<file path="config.mk">
export PLATFORM = sky130hd
export DESIGN_NAME = harmonic_oscillator_integrator_core
export DESIGN_NICKNAME = d
export VERILOG_FILES = /design/src/rtl/hoi_pkg.sv /design/src/rtl/harmonic_oscillator_integrator_core.sv
export SDC_FILE = /design/constraint.sdc
export NUM_CORES = 2
export LEC_CHECK = 0
export ABC_AREA = 1
export BUFFER_PORTS_ARGS = -buffer_cell sky130_fd_sc_hd__buf_2
export CORE_ASPECT_RATIO = 0.8
export CORE_MARGIN = 2
export CORE_UTILIZATION = 40
export CTS_CLUSTER_SIZE = 8
export DETAILED_ROUTE_END_ITERATION = 8
export MAX_ROUTING_LAYER = met4
export SYNTH_ARGS = -nofsm -noshare
export SYNTH_HDL_FRONTEND = slang
export SYNTH_SLANG_ARGS = --single-unit
</file>
<file path="constraint.sdc">
create_clock -name clk_i -period 25.9 [get_ports clk_i]
set_clock_uncertainty 0.05 [all_clocks]
set_input_delay 2.59 -clock clk_i [delete_from_list [all_inputs] [get_ports clk_i]]
set_output_delay 2.59 -clock clk_i [all_outputs]
set_load 0.01 [all_outputs]
</file>
<file path="src/rtl/hoi_pkg.sv">
// Package for the harmonic oscillator integrator: beat types, register codes,
// reset values, saturation and divide-by-three helpers. No dependencies.
package hoi_pkg;

  localparam int unsigned DataW     = 32;
  localparam int unsigned OmegaW    = 31;
  localparam int unsigned StepW     = 16;
  localparam int unsigned CfgW      = 31;
  localparam int unsigned CfgIdxW   = 2;
  localparam int unsigned ProdW     = 64;
  localparam int unsigned AccumW    = 51;
  localparam int unsigned DivW      = 40;
  localparam int unsigned DivDigitW = 8;
  localparam int unsigned DivSteps  = DivW / DivDigitW;
  localparam int unsigned DivCntW   = $clog2(DivSteps);

  localparam logic              MethodReset = 1'b1;
  localparam logic [OmegaW-1:0] OmegaReset  = 31'd65536;
  localparam logic [StepW-1:0]  StepReset   = 16'd6554;

  typedef enum logic [CfgIdxW-1:0] {
    CFG_METHOD    = 2'd0,
    CFG_OMEGA_SQ  = 2'd1,
    CFG_STEP_SIZE = 2'd2
  } cfg_idx_e;

  typedef enum logic {
    OP_LOAD = 1'b0,
    OP_STEP = 1'b1
  } opcode_e;

  typedef enum logic {
    METHOD_EULER = 1'b0,
    METHOD_RK4   = 1'b1
  } method_e;

  typedef struct packed {
    logic               opcode;
    logic signed [31:0] load_position;
    logic signed [31:0] load_velocity;
  } hoi_in_t;

  typedef struct packed {
    logic signed [31:0] position;
    logic signed [31:0] velocity;
    logic               saturated;
  } hoi_out_t;

  // Clip to signed 32 bits. MSB of the result is the clip flag.
  function automatic logic [DataW:0] sat32(input logic signed [ProdW-1:0] v);
    logic [DataW:0] r;
    if (v[ProdW-1:DataW-1] == '0 || v[ProdW-1:DataW-1] == '1) begin
      r = {1'b0, v[DataW-1:0]};
    end else if (v[ProdW-1]) begin
      r = {1'b1, 1'b1, {(DataW-1){1'b0}}};
    end else begin
      r = {1'b1, 1'b0, {(DataW-1){1'b1}}};
    end
    return r;
  endfunction

  // One digit of restoring division by three: {remainder, quotient bits}.
  function automatic logic [DivDigitW+1:0] div3_digit(input logic [1:0] rem_in,
                                                     input logic [DivDigitW-1:0] bits);
    logic [1:0]           r;
    logic [2:0]           t;
    logic [DivDigitW-1:0] q;
    r = rem_in;
    q = '0;
    for (int i = DivDigitW - 1; i >= 0; i--) begin
      t = {r, bits[i]};
      if (t >= 3'd3) begin
        q[i] = 1'b1;
        r    = 2'(t - 3'd3);
      end else begin
        q[i] = 1'b0;
        r    = t[1:0];
      end
    end
    return {r, q};
  endfunction

endpackage

</file>
<file path="src/rtl/harmonic_oscillator_integrator_core.sv">
// Harmonic oscillator integrator (x'' = -w^2 x), Euler or RK4, Q16.16.
// Depends on hoi_pkg.
//
//  channel | dir | handshake                 | payload
//  --------+-----+---------------------------+---------------------------
//  in      | in  | in_valid_i / in_ready_o   | hoi_in_t  (opcode, load)
//  out     | out | out_valid_o / out_ready_i | hoi_out_t (pos, vel, sat)
//  cfg     | in  | cfg_we_i, no wait         | cfg_index_i, cfg_data_i
//
// Step beats run through the single shared 33x32 multiplier, issued once a cycle
// in RUN (3 products per derivative stage), plus a radix-256 divide by three
// for RK4; a load goes straight to FIN.
// in_ready_o is high only in IDLE; a finished result sits in the output
// register, so the next beat is taken while it waits. A result that finds
// the output register still full holds in FIN. Reset clears state, config
// to its defaults and the output valid; no clearing pass.
module harmonic_oscillator_integrator_core
  import hoi_pkg::*;
(
  input  logic                 clk_i,
  input  logic                 rst_ni,
  input  logic                 in_valid_i,
  output logic                 in_ready_o,
  input  hoi_in_t              in_data_i,
  output logic                 out_valid_o,
  input  logic                 out_ready_i,
  output hoi_out_t             out_data_o,
  input  logic                 cfg_we_i,
  input  logic [CfgIdxW-1:0]   cfg_index_i,
  input  logic [CfgW-1:0]      cfg_data_i
);

  // Rounding constants: R(n, 2^k) = (n + 2^(k-1)) >>> k.
  localparam logic signed [ProdW-1:0] RndQ16  = 64'sd32768;
  localparam logic signed [ProdW-1:0] RndQ17  = 64'sd65536;
  // R(n, 6*2^16): add 3*2^16, floor by 2^17, then floor by 3.
  localparam logic signed [ProdW-1:0] RndSix  = 64'sd196608;
  // Bias that keeps the divide-by-three operand positive.
  localparam logic signed [ProdW-1:0] DivBias = 64'sd51539607552;  // 3*2^34
  localparam logic signed [ProdW-1:0] DivUnb  = 64'sd17179869184;  // 2^34

  typedef enum logic [6:0] {
    S_IDLE   = 7'b0000001,
    S_RUN    = 7'b0000010,
    S_TAIL   = 7'b0000100,
    S_PREP   = 7'b0001000,
    S_DIV    = 7'b0010000,
    S_COMMIT = 7'b0100000,
    S_FIN    = 7'b1000000
  } state_e;

  // What the product in prod_q is for.
  typedef enum logic [1:0] {
    UOP_NONE = 2'd0,
    UOP_ACC  = 2'd1,   // w^2 * x      -> acceleration
    UOP_HX   = 2'd2,   // h * k_x      -> position trial + sum
    UOP_HV   = 2'd3    // h * k_v      -> velocity trial + sum
  } uop_e;

  // ---------------------------------------------------------------------
  // Config registers
  // ---------------------------------------------------------------------
  logic              method_q;
  logic [OmegaW-1:0] omega_q;
  logic [StepW-1:0]  step_size_q;

  always_ff @(posedge clk_i or negedge rst_ni) begin
    if (!rst_ni) begin
      method_q    <= MethodReset;
      omega_q     <= OmegaReset;
      step_size_q <= StepReset;
    end else if (cfg_we_i) begin
      unique case (cfg_index_i)
        CFG_METHOD:    method_q    <= cfg_data_i[0];
        CFG_OMEGA_SQ:  omega_q     <= cfg_data_i[OmegaW-1:0];
        CFG_STEP_SIZE: step_size_q <= cfg_data_i[StepW-1:0];
        default: ;
      endcase
    end
  end

  // ---------------------------------------------------------------------
  // Sequencer and state
  // ---------------------------------------------------------------------
  state_e               state_q, state_d;
  logic [1:0]           phase_q;      // 0..2 within a derivative stage
  logic [1:0]           stage_q;      // RK4 stage 0..3, Euler uses 0
  uop_e                 uop_q, uop_d;
  logic [1:0]           uop_stage_q;
  logic [DivCntW-1:0]   div_cnt_q;
  logic                 out_valid_q;
  hoi_out_t             out_q;

  logic signed [DataW-1:0]  pos_q, vel_q;     // x0, v0
  logic signed [DataW-1:0]  xt_q, vt_q;       // trial state
  logic signed [DataW-1:0]  kv_q;             // acceleration of this stage
  logic signed [AccumW-1:0] sx_q, sv_q;       // h * weighted k sums
  logic signed [ProdW-1:0]  prod_q;
  logic                     sat_q;
  logic [DivW-1:0]          dq_x_q, dq_v_q;   // dividend in, quotient out
  logic [1:0]               rem_x_q, rem_v_q;

  logic in_fire, out_free, last_stage, last_issue;

  assign in_ready_o  = (state_q == S_IDLE);
  assign in_fire     = in_valid_i && in_ready_o;
  assign out_free    = !out_valid_q || out_ready_i;
  assign out_valid_o = out_valid_q;
  assign out_data_o  = out_q;

  assign last_stage = (method_q == METHOD_RK4) ? (stage_q == 2'd3) : (stage_q == 2'd0);
  assign last_issue = (state_q == S_RUN) && (phase_q == 2'd2) && last_stage;

  always_comb begin
    state_d = state_q;
    unique case (state_q)
      S_IDLE: begin
        if (in_fire) begin
          state_d = (in_data_i.opcode == OP_STEP) ? S_RUN : S_FIN;
        end
      end
      S_RUN: begin
        if (last_issue) state_d = S_TAIL;
      end
      S_TAIL: begin
        state_d = (method_q == METHOD_RK4) ? S_PREP : S_COMMIT;
      end
      S_PREP:   state_d = S_DIV;
      S_DIV: begin
        if (div_cnt_q == DivCntW'(DivSteps - 1)) state_d = S_COMMIT;
      end
      S_COMMIT: state_d = S_FIN;
      S_FIN: begin
        if (out_free) state_d = S_IDLE;
      end
      default:  state_d = S_IDLE;
    endcase
  end

  // ---------------------------------------------------------------------
  // Shared multiplier: issue side
  // ---------------------------------------------------------------------
  logic [DataW-1:0]         mul_a;    // omega^2 or h, unsigned
  logic signed [DataW-1:0]  mul_b;
  logic signed [DataW:0]    mul_a_s;
  logic signed [2*DataW:0]  mul_full;

  always_comb begin
    uop_d = UOP_NONE;
    mul_a = DataW'(step_size_q);
    mul_b = kv_q;
    if (state_q == S_RUN) begin
      unique case (phase_q)
        2'd0: begin
          uop_d = UOP_ACC;
          mul_a = DataW'(omega_q);
          mul_b = (stage_q == 2'd0) ? pos_q : xt_q;
        end
        2'd1: begin
          uop_d = UOP_HX;
          mul_b = (stage_q == 2'd0) ? vel_q : vt_q;
        end
        default: begin
          uop_d = UOP_HV;
          mul_b = kv_q;
        end
      endcase
    end
  end

  assign mul_a_s  = signed'({1'b0, mul_a});
  assign mul_full = mul_a_s * mul_b;

  // ---------------------------------------------------------------------
  // Consume side: round, saturate, accumulate
  // ---------------------------------------------------------------------
  logic                     half_step, dbl_weight, write_trial;
  logic signed [ProdW-1:0]  acc_round, step_round, trial_sum;
  logic [DataW:0]           acc_sat, trial_sat;
  logic signed [AccumW-1:0] prod_acc, prod_w;

  assign half_step   = (method_q == METHOD_RK4) &&
                       (uop_stage_q == 2'd0 || uop_stage_q == 2'd1);
  assign dbl_weight  = (uop_stage_q == 2'd1 || uop_stage_q == 2'd2);
  // Last RK4 stage only feeds the sums.
  assign write_trial = !((method_q == METHOD_RK4) && (uop_stage_q == 2'd3));

  assign acc_round  = (RndQ16 - prod_q) >>> 16;
  assign step_round = half_step ? ((prod_q + RndQ17) >>> 17) : ((prod_q + RndQ16) >>> 16);
  assign trial_sum  = ProdW'((uop_q == UOP_HX) ? pos_q : vel_q) + step_round;
  assign acc_sat    = sat32(acc_round);
  assign trial_sat  = sat32(trial_sum);
  assign prod_acc   = AccumW'(prod_q);
  assign prod_w     = dbl_weight ? (prod_acc <<< 1) : prod_acc;

  // ---------------------------------------------------------------------
  // RK4 final: divide by three, then add to x0 / v0
  // ---------------------------------------------------------------------
  logic signed [ProdW-1:0] div_in_x, div_in_v;
  logic [DivDigitW+1:0]    dig_x, dig_v;
  logic signed [ProdW-1:0] fin_x, fin_v;
  logic [DataW:0]          fin_x_sat, fin_v_sat;

  assign div_in_x = (((ProdW'(sx_q) + RndSix) >>> 17) + DivBias);
  assign div_in_v = (((ProdW'(sv_q) + RndSix) >>> 17) + DivBias);
  assign dig_x    = div3_digit(rem_x_q, dq_x_q[DivW-1 -: DivDigitW]);
  assign dig_v    = div3_digit(rem_v_q, dq_v_q[DivW-1 -: DivDigitW]);
  assign fin_x    = ProdW'(pos_q) + signed'(ProdW'(dq_x_q)) - DivUnb;
  assign fin_v    = ProdW'(vel_q) + signed'(ProdW'(dq_v_q)) - DivUnb;
  assign fin_x_sat = sat32(fin_x);
  assign fin_v_sat = sat32(fin_v);

  // ---------------------------------------------------------------------
  // Control and architectural state
  // ---------------------------------------------------------------------
  always_ff @(posedge clk_i or negedge rst_ni) begin
    if (!rst_ni) begin
      state_q     <= S_IDLE;
      phase_q     <= 2'd0;
      stage_q     <= 2'd0;
      uop_q       <= UOP_NONE;
      uop_stage_q <= 2'd0;
      div_cnt_q   <= '0;
      out_valid_q <= 1'b0;
      pos_q       <= '0;
      vel_q       <= '0;
      sat_q       <= 1'b0;
    end else begin
      state_q     <= state_d;
      uop_q       <= uop_d;
      uop_stage_q <= stage_q;

      if (in_fire) begin
        phase_q <= 2'd0;
        stage_q <= 2'd0;
        sat_q   <= 1'b0;
        if (in_data_i.opcode == OP_LOAD) begin
          pos_q <= in_data_i.load_position;
          vel_q <= in_data_i.load_velocity;
        end
      end else if (state_q == S_RUN) begin
        if (phase_q == 2'd2) begin
          phase_q <= 2'd0;
          stage_q <= stage_q + 2'd1;
        end else begin
          phase_q <= phase_q + 2'd1;
        end
      end

      // clip flags from the consume side
      if (uop_q == UOP_ACC) begin
        sat_q <= sat_q | acc_sat[DataW];
      end else if ((uop_q == UOP_HX || uop_q == UOP_HV) && write_trial) begin
        sat_q <= sat_q | trial_sat[DataW];
      end

      if (state_q == S_PREP) begin
        div_cnt_q <= '0;
      end else if (state_q == S_DIV) begin
        div_cnt_q <= div_cnt_q + DivCntW'(1);
      end

      if (state_q == S_COMMIT) begin
        if (method_q == METHOD_RK4) begin
          pos_q <= fin_x_sat[DataW-1:0];
          vel_q <= fin_v_sat[DataW-1:0];
          sat_q <= sat_q | fin_x_sat[DataW] | fin_v_sat[DataW];
        end else begin
          // Euler trial is the full step from the old state
          pos_q <= xt_q;
          vel_q <= vt_q;
        end
      end

      if (state_q == S_FIN && out_free) begin
        out_valid_q <= 1'b1;
      end else if (out_ready_i) begin
        out_valid_q <= 1'b0;
      end
    end
  end

  // ---------------------------------------------------------------------
  // Datapath registers (no reset)
  // ---------------------------------------------------------------------
  always_ff @(posedge clk_i) begin
    prod_q <= mul_full[ProdW-1:0];

    if (in_fire) begin
      sx_q <= '0;
      sv_q <= '0;
    end

    unique case (uop_q)
      UOP_ACC: kv_q <= acc_sat[DataW-1:0];
      UOP_HX: begin
        sx_q <= sx_q + prod_w;
        if (write_trial) xt_q <= trial_sat[DataW-1:0];
      end
      UOP_HV: begin
        sv_q <= sv_q + prod_w;
        if (write_trial) vt_q <= trial_sat[DataW-1:0];
      end
      default: ;
    endcase

    if (state_q == S_PREP) begin
      dq_x_q  <= div_in_x[DivW-1:0];
      dq_v_q  <= div_in_v[DivW-1:0];
      rem_x_q <= 2'd0;
      rem_v_q <= 2'd0;
    end else if (state_q == S_DIV) begin
      dq_x_q  <= {dq_x_q[DivW-DivDigitW-1:0], dig_x[DivDigitW-1:0]};
      dq_v_q  <= {dq_v_q[DivW-DivDigitW-1:0], dig_v[DivDigitW-1:0]};
      rem_x_q <= dig_x[DivDigitW+1:DivDigitW];
      rem_v_q <= dig_v[DivDigitW+1:DivDigitW];
    end

    if (state_q == S_FIN && out_free) begin
      out_q.position  <= pos_q;
      out_q.velocity  <= vel_q;
      out_q.saturated <= sat_q;
    end
  end

endmodule

</file>
==> flow_summary.ini <==
[worst_setup_path]
timing.rr.end = prod_q[59]
startpoint = state_q[5]
criticalPathCategory = reg2reg
worstRegToRegCells = 39
critical-path-max-stage-delay_ns = 0.62
cp.arrival_ns = 11.84
startpoint_type = flip-flop
cpMostUsedCell = fa_1
crit_fanout = 49
end_kind = flip-flop
critPathSlowestCell = o31ai_1
required_ns = 26.45
crit_end = prod_q[59]
reg2reg_slack_ns = 14.60
crit_family = adder cells
cp.depth = 39
timing.rr.start = state_q[5]
crit_buf_inv = 12

[route]
top_layer = met4
ant_nets = 0
via_per_inst = 5.571
wl_met3_um = 42150
drt_iter0_markers = 8356
drc = 0
met1_length_um = 149000
vias = 69150
drt_wl_total_um = 317800
wl_per_cell_um = 25.60
drtPass1Iterations = 7
wl_met2_um = 120500

[clock_tree]
cts.clk_slew.worst_paths_ns = 0.06
cts_tree = built
cts.sinks = 543
clk-insertion-delay-late_ns = 0.73
ctsHoldBuffers = 0
clock_path_buffers = 3
postCtsSetupBuffers = 0
cts_buffers = 80
cts-htree-levels = 3
clockRootBuffer = clkbuf_16
post_cts_resized = 0

[synthesis]
syn-cell-area_um2 = 75480
ys_types = 83
synth_top_family_by_area = adder cells
synth-edff-count = 343
postSynthAreaPerCell_um2 = 7.754
ys_seq_elements = 543
synthCells = 9734
yosys_warnings = 0
synth_compound_area_frac = 0.1138
synthMuxAreaShare = 0.005686
synth_fa_ha_area_frac = 0.3367
synthArstFlopShare = 0.2431
syn_nets = 11340
synthSimpleGateAreaFrac = 0.2013
ys.flop_type = edfxtp_1
synth-xor-area-share = 0.03882
yosysSeqAreaShare = 0.1984

[timing]
max_freq_mhz = 88.53
maxSlewViolCount = 7
setup_tns_ns = 0
rsz0062_at_grt = no
setup_viol = 0
finalCritPeriodShare = 0.4361
slew_headroom = -0.003504
hold_viol_final = 0
worstMarginPinSlew_ns = 1.500
min_period_ns = 11.30
hold-worst-slack_ns = 0.3852

[floorplanning]
die_y_um = 392.5
core_area_um2 = 187400
start_util = 0.4027
rows = 142
die-area_um2 = 192200
ioPinCount = 170
die_w_um = 489.7

[placement]
gp_congestion = 1.028
io_buffers = 169
hpwl_um = 260600

[global_routing]
gr-usage-all-layers = 0.3376
grt_first_pass_wirelength_um = 458500
grt-ovfl-total = 0
antenna_found_initial = 25
grt_pass1_vias = 66260
grt_max_degree = 90

[final_layout]
area_delta_synth_final_pct = 8.351
seq_area_um2 = 14980
final_cell_mix = nand2_1 (1776), inv_1 (1699), nor2_1 (1323)
multi_input_area_um2 = 52810
finalNetCount = 11380
drive_above_1_share = 0.06287
fill_cells = 19060
layout_commonest_cell = nand2_1

[hold_path]
min_path_type = reg2reg

[outcome]
violations = capacitance limit, slew limit
status = finished with violations

[flow_run]
maxCapViolations = 1
-- stage by stage --
step	worst slack, ns	area, µm²	std cells	utilization
2_1_floorplan	17.14	75480	9734	-
3_3_place_gp	15.10	79240	12210	0.4228
3_5_place_dp	15.02	79240	12210	0.4228
4_1_cts	14.96	81630	12350	0.4355
5_1_grt	14.35	81770	12410	0.4363
6_report	14.60	81780	12410	0.4363
-- how the worst min path moves through the flow --
| stage | end | startpoint | cells past startpoint |
|---|---|---|---|
| finish | uop_stage_q[1] | stage_q[1] | 0 |
| global route | uop_stage_q[1] | stage_q[1] | 0 |
| CTS | uop_stage_q[1] | stage_q[1] | 0 |
| detailed placement | uop_stage_q[1] | stage_q[1] | 0 |
| global placement | uop_stage_q[1] | stage_q[1] | 0 |
| floorplan | uop_stage_q[1] | stage_q[1] | 0 |
-- synthesized netlist by cell type, types with 59 or more instances --
cell type / instances / share of area
edfxtp_1: 343 / 0.14
nor3_1: 105 / 0.0070
clkbuf_1: 269 / 0.013
dfrtp_1: 122 / 0.040
a31oi_1: 88 / 0.0073
fa_1: 874 / 0.23
inv_1: 1702 / 0.085
nand3_1: 238 / 0.016
o21ai_0: 435 / 0.029
nand2_1: 1779 / 0.088
nor4_1: 59 / 0.0049
a21oi_1: 673 / 0.045
ha_1: 633 / 0.10
xor2_1: 259 / 0.030
dfxtp_1: 68 / 0.018
nand4_1: 84 / 0.0070
o21ai_1: 64 / 0.0042
o21a_1: 64 / 0.0064
nor2_1: 1328 / 0.066
xnor2_1: 70 / 0.0081
-- routing by layer --
layer	GRT usage	vias to the layer above
li1	-	31020
met1	0.5073	34220
met2	0.4304	3583
met3	0.1163	324
met4	0.06235	0
met5	-	-
-- state kept, by name, indices dropped and copies added, names as in the netlist, 7 cells and up --
| name | flops |
|---|---|
| kv_q | 32 |
| out_data_o | 65 |
| xt_q | 32 |
| sv_q | 51 |
| vt_q | 32 |
| omega_q | 31 |
| step_size_q | 16 |
| prod_q | 64 |
| sx_q | 51 |
| pos_q | 32 |
| state_q | 7 |
| vel_q | 32 |
| dq_x_q | 40 |
| dq_v_q | 40 |
-- layout make-up --
cell class / instances / share of cell area
Clock inverter: 11 / 0.001989
Antenna cell: 62 / 0.001897
Inverter: 1744 / 0.08006
Tap cell: 2520 / 0.03855
Timing Repair Buffer: 290 / 0.02153
Clock buffer: 133 / 0.02716
Multi-Input combinational cell: 7109 / 0.6457
Sequential cell: 543 / 0.1831
-- logic make-up after synthesis --
family / Yosys count
buffers and inverters: 2082
AO/OA/AOI/OAI: 1525
XOR/XNOR: 332
multiplexers: 41
adder cells (fa/ha/maj): 1507
flip-flops: 543
AND/OR/NAND/NOR: 3704
Power is not shown: default switching activity piles up to over one toggle a cycle in this logic, so the estimate is an artifact.
